`src/rtl/core/ebalu_pkg.sv`:
```
`timescale 1ns / 1ps
`default_nettype none

package ebalu_pkg;

  // operation codes carried in req_type
  typedef enum logic [4:0] {
    OP_ADD   = 5'd0,
    OP_ADC   = 5'd1,
    OP_SUB   = 5'd2,
    OP_SBC   = 5'd3,
    OP_AND   = 5'd4,
    OP_XOR   = 5'd5,
    OP_OR    = 5'd6,
    OP_CP    = 5'd7,
    OP_INC   = 5'd8,
    OP_DEC   = 5'd9,
    OP_DAA   = 5'd10,
    OP_CPL   = 5'd11,
    OP_SCF   = 5'd12,
    OP_CCF   = 5'd13,
    OP_RLCA  = 5'd14,
    OP_RRCA  = 5'd15,
    OP_RLA   = 5'd16,
    OP_RRA   = 5'd17,
    OP_RLC   = 5'd18,
    OP_RRC   = 5'd19,
    OP_RL    = 5'd20,
    OP_RR    = 5'd21,
    OP_SLA   = 5'd22,
    OP_SRA   = 5'd23,
    OP_SWAP  = 5'd24,
    OP_SRL   = 5'd25,
    OP_BIT   = 5'd26,
    OP_RES   = 5'd27,
    OP_SET   = 5'd28,
    OP_ADD16 = 5'd29
  } op_t;

  // flag bit positions
  localparam int unsigned FLAG_Z = 3;
  localparam int unsigned FLAG_N = 2;
  localparam int unsigned FLAG_H = 1;
  localparam int unsigned FLAG_C = 0;

  localparam logic [7:0] DAA_HI_ADJ = 8'h60;
  localparam logic [7:0] DAA_LO_ADJ = 8'h06;
  localparam logic [7:0] DAA_HI_LIM = 8'h99;
  localparam logic [3:0] DAA_LO_LIM = 4'h9;

  typedef struct packed {
    logic [4:0]  req_type;
    logic [7:0]  acc_value;
    logic [7:0]  src_value;
    logic [2:0]  bit_index;
    logic [3:0]  flags_in;
    logic [15:0] wide_dest;
    logic [15:0] wide_src;
  } req_t;

  typedef struct packed {
    logic [7:0]  result_value;
    logic [15:0] wide_result;
    logic [3:0]  flags_out;
    logic        writes_back;
  } rsp_t;

endpackage

`default_nettype wire

```
`src/rtl/core/eight_bit_alu_with_flags.sv`:
```
// path: an accepted input word is held in the input register, then its result
//   is loaded into the result register and shown on the outputs
// throughput: one word per cycle while out_ready is high, set by the single-pass
//   datapath between the input register and the result register
// reset: synchronous active-high rst empties both registers; no result is
//   shown and any word in flight is dropped
`timescale 1ns / 1ps
`default_nettype none

module eight_bit_alu_with_flags (
  input  wire logic        clk,
  input  wire logic        rst,
  // input channel
  input  wire logic        in_valid,
  output logic             in_ready,
  input  wire logic [4:0]  req_type,
  input  wire logic [7:0]  acc_value,
  input  wire logic [7:0]  src_value,
  input  wire logic [2:0]  bit_index,
  input  wire logic [3:0]  flags_in,
  input  wire logic [15:0] wide_dest,
  input  wire logic [15:0] wide_src,
  // result channel
  output logic             out_valid,
  input  wire logic        out_ready,
  output logic [7:0]       result_value,
  output logic [15:0]      wide_result,
  output logic [3:0]       flags_out,
  output logic             writes_back
);
  import ebalu_pkg::*;

  req_t in_word;
  req_t hold_word;
  rsp_t exec_word;
  rsp_t out_word;
  logic hold_valid;
  logic hold_take;

  // pack the input ports into one word
  always_comb begin
    in_word.req_type  = req_type;
    in_word.acc_value = acc_value;
    in_word.src_value = src_value;
    in_word.bit_index = bit_index;
    in_word.flags_in  = flags_in;
    in_word.wide_dest = wide_dest;
    in_word.wide_src  = wide_src;
  end

  // input register: takes a new word whenever it is empty or the held word moves on
  ebalu_in_stage u_in (
    .clk        (clk),
    .rst        (rst),
    .in_valid   (in_valid),
    .in_ready   (in_ready),
    .in_word    (in_word),
    .hold_valid (hold_valid),
    .hold_take  (hold_take),
    .hold_word  (hold_word)
  );

  // all arithmetic, logic, shift and flag work in one combinational pass
  ebalu_exec u_exec (
    .req (hold_word),
    .rsp (exec_word)
  );

  // result register: loads while empty or while its word is taken
  ebalu_out_stage u_out (
    .clk        (clk),
    .rst        (rst),
    .load_valid (hold_valid),
    .load_take  (hold_take),
    .load_word  (exec_word),
    .out_valid  (out_valid),
    .out_ready  (out_ready),
    .out_word   (out_word)
  );

  // unpack the result word onto the ports
  assign result_value = out_word.result_value;
  assign wide_result  = out_word.wide_result;
  assign flags_out    = out_word.flags_out;
  assign writes_back  = out_word.writes_back;

endmodule

`default_nettype wire

```
`src/rtl/core/ebalu_in_stage.sv`:
```
`timescale 1ns / 1ps
`default_nettype none

module ebalu_in_stage (
  input  wire logic          clk,
  input  wire logic          rst,
  input  wire logic          in_valid,
  output logic               in_ready,
  input  wire ebalu_pkg::req_t in_word,
  output logic               hold_valid,
  input  wire logic          hold_take,
  output ebalu_pkg::req_t    hold_word
);
  import ebalu_pkg::*;

  logic hold_valid_next;

  // accept whenever the stage is empty or its word moves on this cycle
  assign in_ready = !hold_valid || hold_take;

  always_comb begin
    hold_valid_next = hold_valid;
    if (in_ready) begin
      hold_valid_next = in_valid;
    end
  end

  always_ff @(posedge clk) begin
    if (rst) begin
      hold_valid <= 1'b0;
    end else begin
      hold_valid <= hold_valid_next;
    end
  end

  always_ff @(posedge clk) begin
    if (in_valid && in_ready) begin
      hold_word <= in_word;
    end
  end

endmodule

`default_nettype wire

```
`src/rtl/core/ebalu_exec.sv`:
```
`timescale 1ns / 1ps
`default_nettype none

module ebalu_exec (
  input  wire ebalu_pkg::req_t req,
  output ebalu_pkg::rsp_t      rsp
);
  import ebalu_pkg::*;

  logic [7:0]  a;
  logic [7:0]  b;
  logic        zf;
  logic        nf;
  logic        hf;
  logic        cf;
  logic        ci_adc;
  logic        ci_sbc;
  logic [8:0]  sum9;
  logic [4:0]  sum_lo;
  logic [8:0]  diff9;
  logic [4:0]  diff_lo;
  logic [16:0] sum17;
  logic [12:0] sum13;
  logic [7:0]  daa_up;
  logic [7:0]  daa_dn;
  logic [7:0]  daa_r;
  logic        daa_c;
  logic [7:0]  bit_mask;
  logic [7:0]  r;
  logic [15:0] w;
  logic        fz;
  logic        fn;
  logic        fh;
  logic        fc;
  logic        wb;

  assign a  = req.acc_value;
  assign b  = req.src_value;
  assign zf = req.flags_in[FLAG_Z];
  assign nf = req.flags_in[FLAG_N];
  assign hf = req.flags_in[FLAG_H];
  assign cf = req.flags_in[FLAG_C];

  assign ci_adc = (req.req_type == OP_ADC) && cf;
  assign ci_sbc = (req.req_type == OP_SBC) && cf;

  assign sum9    = {1'b0, a} + {1'b0, b} + {8'd0, ci_adc};
  assign sum_lo  = {1'b0, a[3:0]} + {1'b0, b[3:0]} + {4'd0, ci_adc};
  assign diff9   = {1'b0, a} - {1'b0, b} - {8'd0, ci_sbc};
  assign diff_lo = {1'b0, a[3:0]} - {1'b0, b[3:0]} - {4'd0, ci_sbc};

  assign sum17 = {1'b0, req.wide_dest} + {1'b0, req.wide_src};
  assign sum13 = {1'b0, req.wide_dest[11:0]} + {1'b0, req.wide_src[11:0]};

  // decimal adjust
  assign daa_up = a + ((cf || (a > DAA_HI_LIM)) ? DAA_HI_ADJ : 8'd0)
                    + ((hf || (a[3:0] > DAA_LO_LIM)) ? DAA_LO_ADJ : 8'd0);
  assign daa_dn = a - (cf ? DAA_HI_ADJ : 8'd0) - (hf ? DAA_LO_ADJ : 8'd0);
  assign daa_r  = nf ? daa_dn : daa_up;
  assign daa_c  = cf || (!nf && (a > DAA_HI_LIM));

  assign bit_mask = 8'd1 << req.bit_index;

  always_comb begin
    r  = a;
    w  = 16'd0;
    fz = zf;
    fn = nf;
    fh = hf;
    fc = cf;
    wb = 1'b1;
    case (req.req_type)
      OP_ADD, OP_ADC: begin
        r  = sum9[7:0];
        fz = (sum9[7:0] == 8'd0);
        fn = 1'b0;
        fh = sum_lo[4];
        fc = sum9[8];
      end
      OP_SUB, OP_SBC, OP_CP: begin
        if (req.req_type == OP_CP) begin
          wb = 1'b0;
        end else begin
          r = diff9[7:0];
        end
        fz = (diff9[7:0] == 8'd0);
        fn = 1'b1;
        fh = diff_lo[4];
        fc = diff9[8];
      end
      OP_AND: begin
        r  = a & b;
        fz = ((a & b) == 8'd0);
        fn = 1'b0;
        fh = 1'b1;
        fc = 1'b0;
      end
      OP_XOR: begin
        r  = a ^ b;
        fz = ((a ^ b) == 8'd0);
        fn = 1'b0;
        fh = 1'b0;
        fc = 1'b0;
      end
      OP_OR: begin
        r  = a | b;
        fz = ((a | b) == 8'd0);
        fn = 1'b0;
        fh = 1'b0;
        fc = 1'b0;
      end
      OP_INC: begin
        r  = a + 8'd1;
        fz = (a == 8'hFF);
        fn = 1'b0;
        fh = (a[3:0] == 4'hF);
      end
      OP_DEC: begin
        r  = a - 8'd1;
        fz = (a == 8'h01);
        fn = 1'b1;
        fh = (a[3:0] == 4'h0);
      end
      OP_DAA: begin
        r  = daa_r;
        fz = (daa_r == 8'd0);
        fh = 1'b0;
        fc = daa_c;
      end
      OP_CPL: begin
        r  = ~a;
        fn = 1'b1;
        fh = 1'b1;
      end
      OP_SCF: begin
        fn = 1'b0;
        fh = 1'b0;
        fc = 1'b1;
      end
      OP_CCF: begin
        fn = 1'b0;
        fh = 1'b0;
        fc = !cf;
      end
      OP_RLCA, OP_RLC: begin
        r  = {a[6:0], a[7]};
        fz = (req.req_type == OP_RLC) && (a == 8'd0);
        fn = 1'b0;
        fh = 1'b0;
        fc = a[7];
      end
      OP_RRCA, OP_RRC: begin
        r  = {a[0], a[7:1]};
        fz = (req.req_type == OP_RRC) && (a == 8'd0);
        fn = 1'b0;
        fh = 1'b0;
        fc = a[0];
      end
      OP_RLA, OP_RL: begin
        r  = {a[6:0], cf};
        fz = (req.req_type == OP_RL) && ({a[6:0], cf} == 8'd0);
        fn = 1'b0;
        fh = 1'b0;
        fc = a[7];
      end
      OP_RRA, OP_RR: begin
        r  = {cf, a[7:1]};
        fz = (req.req_type == OP_RR) && ({cf, a[7:1]} == 8'd0);
        fn = 1'b0;
        fh = 1'b0;
        fc = a[0];
      end
      OP_SLA: begin
        r  = {a[6:0], 1'b0};
        fz = (a[6:0] == 7'd0);
        fn = 1'b0;
        fh = 1'b0;
        fc = a[7];
      end
      OP_SRA: begin
        r  = {a[7], a[7:1]};
        fz = (a[7:1] == 7'd0);
        fn = 1'b0;
        fh = 1'b0;
        fc = a[0];
      end
      OP_SWAP: begin
        r  = {a[3:0], a[7:4]};
        fz = (a == 8'd0);
        fn = 1'b0;
        fh = 1'b0;
        fc = 1'b0;
      end
      OP_SRL: begin
        r  = {1'b0, a[7:1]};
        fz = (a[7:1] == 7'd0);
        fn = 1'b0;
        fh = 1'b0;
        fc = a[0];
      end
      OP_BIT: begin
        fz = ((a & bit_mask) == 8'd0);
        fn = 1'b0;
        fh = 1'b1;
        wb = 1'b0;
      end
      OP_RES: begin
        r = a & ~bit_mask;
      end
      OP_SET: begin
        r = a | bit_mask;
      end
      OP_ADD16: begin
        r  = 8'd0;
        w  = sum17[15:0];
        fn = 1'b0;
        fh = sum13[12];
        fc = sum17[16];
      end
      default: begin
        // codes with no operation pass the byte and flags through
        wb = 1'b0;
      end
    endcase
  end

  always_comb begin
    rsp.result_value      = r;
    rsp.wide_result       = w;
    rsp.flags_out         = 4'd0;
    rsp.flags_out[FLAG_Z] = fz;
    rsp.flags_out[FLAG_N] = fn;
    rsp.flags_out[FLAG_H] = fh;
    rsp.flags_out[FLAG_C] = fc;
    rsp.writes_back       = wb;
  end

endmodule

`default_nettype wire

```
`src/rtl/core/ebalu_out_stage.sv`:
```
`timescale 1ns / 1ps
`default_nettype none

module ebalu_out_stage (
  input  wire logic            clk,
  input  wire logic            rst,
  input  wire logic            load_valid,
  output logic                 load_take,
  input  wire ebalu_pkg::rsp_t load_word,
  output logic                 out_valid,
  input  wire logic            out_ready,
  output ebalu_pkg::rsp_t      out_word
);
  import ebalu_pkg::*;

  logic out_valid_next;

  assign load_take = load_valid && (!out_valid || out_ready);

  always_comb begin
    out_valid_next = out_valid;
    if (!out_valid || out_ready) begin
      out_valid_next = load_valid;
    end
  end

  always_ff @(posedge clk) begin
    if (rst) begin
      out_valid <= 1'b0;
    end else begin
      out_valid <= out_valid_next;
    end
  end

  always_ff @(posedge clk) begin
    if (load_take) begin
      out_word <= load_word;
    end
  end

endmodule

`default_nettype wire

```
`config.mk`:
```
export PLATFORM = sky130hd
export DESIGN_NAME = eight_bit_alu_with_flags
export DESIGN_NICKNAME = d
export VERILOG_FILES = /design/src/rtl/core/ebalu_pkg.sv /design/src/rtl/core/eight_bit_alu_with_flags.sv /design/src/rtl/core/ebalu_in_stage.sv /design/src/rtl/core/ebalu_exec.sv /design/src/rtl/core/ebalu_out_stage.sv
export SDC_FILE = /design/constraint.sdc
export NUM_CORES = 1
export LEC_CHECK = 0
export BUFFER_PORTS_ARGS = -buffer_cell sky130_fd_sc_hd__buf_2
export CORE_ASPECT_RATIO = 1.5
export CORE_MARGIN = 2
export CORE_UTILIZATION = 59
export CTS_CLUSTER_SIZE = 28
export DETAILED_ROUTE_END_ITERATION = 6
export PLACE_DENSITY = 0.81
export SLEW_MARGIN = 20
export SYNTH_ARGS = -nofsm -noshare
export SYNTH_HDL_FRONTEND = slang
export SYNTH_HIERARCHICAL = 1
export SYNTH_SLANG_ARGS = --single-unit
```
`constraint.sdc`:
```
create_clock -name clk -period 6.11 [get_ports clk]
set_input_delay 0.3055 -clock clk [delete_from_list [all_inputs] [get_ports clk]]
set_output_delay 0.3055 -clock clk [all_outputs]
set_load 0.1 [all_outputs]
```
==> results.md <==
- TritonCTS built the clock tree.
- The placement row count is 49.
- In this run the horizontal extent of the chip is 94.64 um.
- Measured against its own limit, the worst slew margin works out to 0.4333.
- After synthesis the netlist holds a flip-flop and latch count of 91.
- The number of clock buffers added by TritonCTS is 9.
- The cell count after synthesis came out at 780.
- The startpoint type of the worst setup path is a flip-flop.
- The worst endpoint data arrival time is 4.62 ns.
- The most instantiated flip-flop cell in the synthesis netlist is edfxtp_1.
- The post-route clock skew is 0.01272 ns.
- The HPWL after detailed placement is 18300 um.
- The number of antenna diodes is 0.
- The layout filler cell count is 947.
- In this run, post-CTS repair resized a total of 0 instances.
- After detailed routing, the average wire length per cell comes to 24.47 um.
- The first TritonRoute pass finished after 6 iterations.
- The type of the worst setup path is reg -> reg.
- The global routing usage summed across all routing layers is 0.3855.
- The library cell used as clock root buffer is clkbuf_16.
- Walking the worst path, the cells encountered are buf_4 -> nor3_1 -> nand4_1 -> fa_1 -> inv_1 -> ha_1 -> or2_2 -> fa_1 -> o21a_1 -> nor2_1 -> o21ai_0 -> a31oi_1 -> xnor2_1 -> nor2_1 -> o32a_1.
- The floorplan step set the die height to 140.0 um.
- Sorting the synthesized cells by area gives the leading types as edfxtp_1 37%, ha_1 11%, nor2_1 3.8%.
- Entering global routing, the biggest net connects 61 pins.
- On the critical path the largest part of the delay comes from simple AND/OR/NAND/NOR gates.
- The total of hold buffers inserted after clock tree synthesis is 0.
- The signed area change from the synthesized netlist to the final layout is 11.38%.
- After detailed routing, the number of remaining DRC violations is 0.
- The cell area that synthesis handed to floorplanning was 0.007271 sq mm.
- The number of hold violations in the final report was 0.
- The area share of the largest cell type after synthesis is 0.3676.
- The core region is 0.01202 sq mm.
- Timing would allow up to 220.6 MHz.
- The number of antenna violations at the first check in global routing is 0.
- The type of element capturing the critical path is a flip-flop.
- edfxtp_1 takes more of the synthesized area than any other cell.
- The boundary pin count is 95.
- For the pin with the worst max-slew slack, the measured transition is 0.8435 ns.
- The violation count after the first detailed-route iteration is 722.
- The area of all placed cells without fillers is 0.008098 sq mm.
- The die covers 0.01325 sq mm.
- Counting distinct cell types in the post-synthesis netlist gives 74.
- The count of clock tree sinks is 91.
- The final critical delay including setup and external delays is 4.533 ns.
- The final count of pins violating max slew came to 0.
- The routability-driven placement congestion ratio is 1.055.
- Of the synthesized area, sequential elements account for 0.3731.
- The commonest cells after synthesis are 89 x edfxtp_1, 74 x nor2_1, 62 x ha_1, 58 x nand2_1, 51 x a21oi_1.
- The detailed router placed 6926 vias in this run.
- The starting utilization of the core area is 0.6051.
- On the critical path, the stage with the largest delay is an instance of fa_1.
- The wire length of the first global-routing pass is 38410 um.
- Setup repair after global routing left no endpoint under its margin.
- The number of buffer and inverter stages on the critical path is 2.
- The overall power consumption is 0.001952 W.
- When the netlist entered floorplanning its net count stood at 912.
- Dividing the final minimum period by the clock period gives 0.7418.
- Among all cell types in the netlist, the one instantiated most often is edfxtp_1.
- CTS built an H-tree with a depth of 3.
- The data required time at the worst endpoint is 6.20 ns.
- Dividing total power by cell area gives a power density of 241.1 mW/mm^2.
- In this run the cell area measured after placement is 0.007812 sq mm.
- The clock passes through at most 2 buffers.
- The largest single stage delay on the critical path is 0.56 ns.
- For this run, the number of Yosys warnings is 6.
- The flow ran to the end, and the final reports show no timing, DRC or antenna violations.
- The worst-skew pair later-pin latency is 0.35 ns.
- Summed over all layers, the routed wires come to 24720 um.
- Clock-pin slew was measured on the worst setup and hold paths at 0.07 ns.
- The average instance in the mapped netlist occupies 9.321 sq um.
- The maximum ir drop on the vdd rail is 0.0001915 V.
- Along the worst path, the maximum fanout reaches 33.
- The count of buffers added on input and output ports is 94.
- Global routing finished with a remaining overflow of 0.
- The number of setup buffers added after CTS is 0.
- The number of vias per cell is 6.857.
- The setup TNS is 0 ns.
- For this design the static power due to leakage is 3.146 nW.
- The path class of the tightest hold or removal check is in -> reg.
- The number of setup violations in the final report is 0.
- The number of global-route vias before repair came to 6880.
- The fraction of final layout cells with drive strength greater than 1 is 0.1692.
- Max-cap violations in this run came to 0.
- After synthesis, the share of flip-flops with an asynchronous set or reset is 0.
- The number of routed nets with antenna violations is 0.
- Counting flops with a built-in enable in the synthesized netlist gives 89.
- At the end of the flow, the number of nets in the layout was 984.
[state kept, by name (all words and copies together), names as in the netlist]
signal	cells
u_out/out_word	29
u_in/hold_valid	1
u_out/out_valid	1
u_in/hold_word	60
[path summary, 6_finish.rpt]
path                                start                      endpoint  slack [ns]  cells past startpoint
max reg2reg  u_in/hold_word[58]$_DFFE_PP_   u_out/out_word[1]$_DFFE_PP_        1.58                     15
max          u_in/hold_word[58]$_DFFE_PP_   u_out/out_word[1]$_DFFE_PP_        1.58                     15
min                          wide_src[13]  u_in/hold_word[13]$_DFFE_PP_        0.12                      1
min reg2reg  u_out/out_valid$_SDFFE_PP0P_  u_out/out_valid$_SDFFE_PP0P_        0.52                      2
[worst register-to-register path: cells and delay by family, from the launching register on]
kind	cells	cell delay [ns]
and+or+nand+nor	5	1.20
adders and majority gates	3	1.19
AOI/OAI and AO/OA	4	1.06
DFF	1	0.37
buffers and inverters	2	0.30
xor gates and xnor gates	1	0.15
[routing by layer]
layer  global-route usage  wire length, um  share of wire
met3              0.06455             1906          0.077
met1               0.4406             8397           0.34
met2               0.6390            12310           0.50
met4               0.2784             2106          0.085
met5                    0                0              0
[cell type report]
class	count	area, sq um	area share
Inverter	42	157.7	0.01947
Clock inverter	6	56.30	0.006953
Multi-Input combinational cell	601	4183	0.5165
Clock buffer	10	229.0	0.02828
Timing Repair Buffer	107	568.0	0.07015
Tap cell	153	191.4	0.02364
Sequential cell	91	2713	0.3350
[where the power goes]
part           switching, W  leakage [nW]  internal [W]
logic              0.000441          2.15      0.000199
registers         0.0000302         0.861      0.000738
clock network      0.000259         0.138      0.000286
[through the flow]
| step | hold slack (ns) | std cells | util | setup WS (ns) |
|---|---|---|---|---|
| after floorplan | 0.3679 | 780 | - | 1.619 |
| after global placement | 0.4783 | 994 | 0.6501 | 1.755 |
| after detailed placement | 0.4836 | 994 | 0.6501 | 1.719 |
| after CTS | 0.1235 | 1010 | 0.6739 | 1.659 |
| after global routing | 0.1232 | 1010 | 0.6739 | 1.457 |
| final | 0.1237 | 1010 | 0.6739 | 1.577 |
[cell families (layout without fill, tap and decap cells)]
family / count (synthesis) / after routing / share of synthesized area
compound gates: 222 / 222 / 0.2039
xor+xnor: 40 / 40 / 0.04819
fa+ha+maj: 68 / 68 / 0.1232
buf+inv: 88 / 165 / 0.05162
flops: 91 / 91 / 0.3731
mux: 13 / 13 / 0.02031
simple gates: 258 / 258 / 0.1797
[cell usage in the layout (no fill, tap or decap), types with 5 or more instances in the layout]
| cell type | count |
|---|---|
| a22oi_1 | 9 |
| nand3b_1 | 6 |
| mux2i_1 | 8 |
| buf_4 | 13 |
| inv_1 | 41 |
| nor2b_1 | 10 |
| nand3_1 | 22 |
| nand4_1 | 8 |
| xnor2_1 | 20 |
| and2_1 | 7 |
| nor4_1 | 9 |
| buf_2 | 94 |
| a21o_1 | 9 |
| o31ai_1 | 5 |
| o221ai_1 | 6 |
| a31oi_1 | 12 |
| nor2_1 | 74 |
| or4_1 | 6 |
| nand2b_1 | 12 |
| o22ai_1 | 8 |
| fa_1 | 6 |
| nand2_1 | 58 |
| clkbuf_16 | 9 |
| a211oi_1 | 9 |
| ha_1 | 62 |
| o21ai_0 | 42 |
| xor2_1 | 20 |
| o211ai_1 | 7 |
| a21boi_0 | 5 |
| o21a_1 | 7 |
| a32oi_1 | 5 |
| a21oi_1 | 51 |
| edfxtp_1 | 89 |
| a221oi_1 | 6 |
| nor3_1 | 22 |
Power figures use the tool's default switching activity.
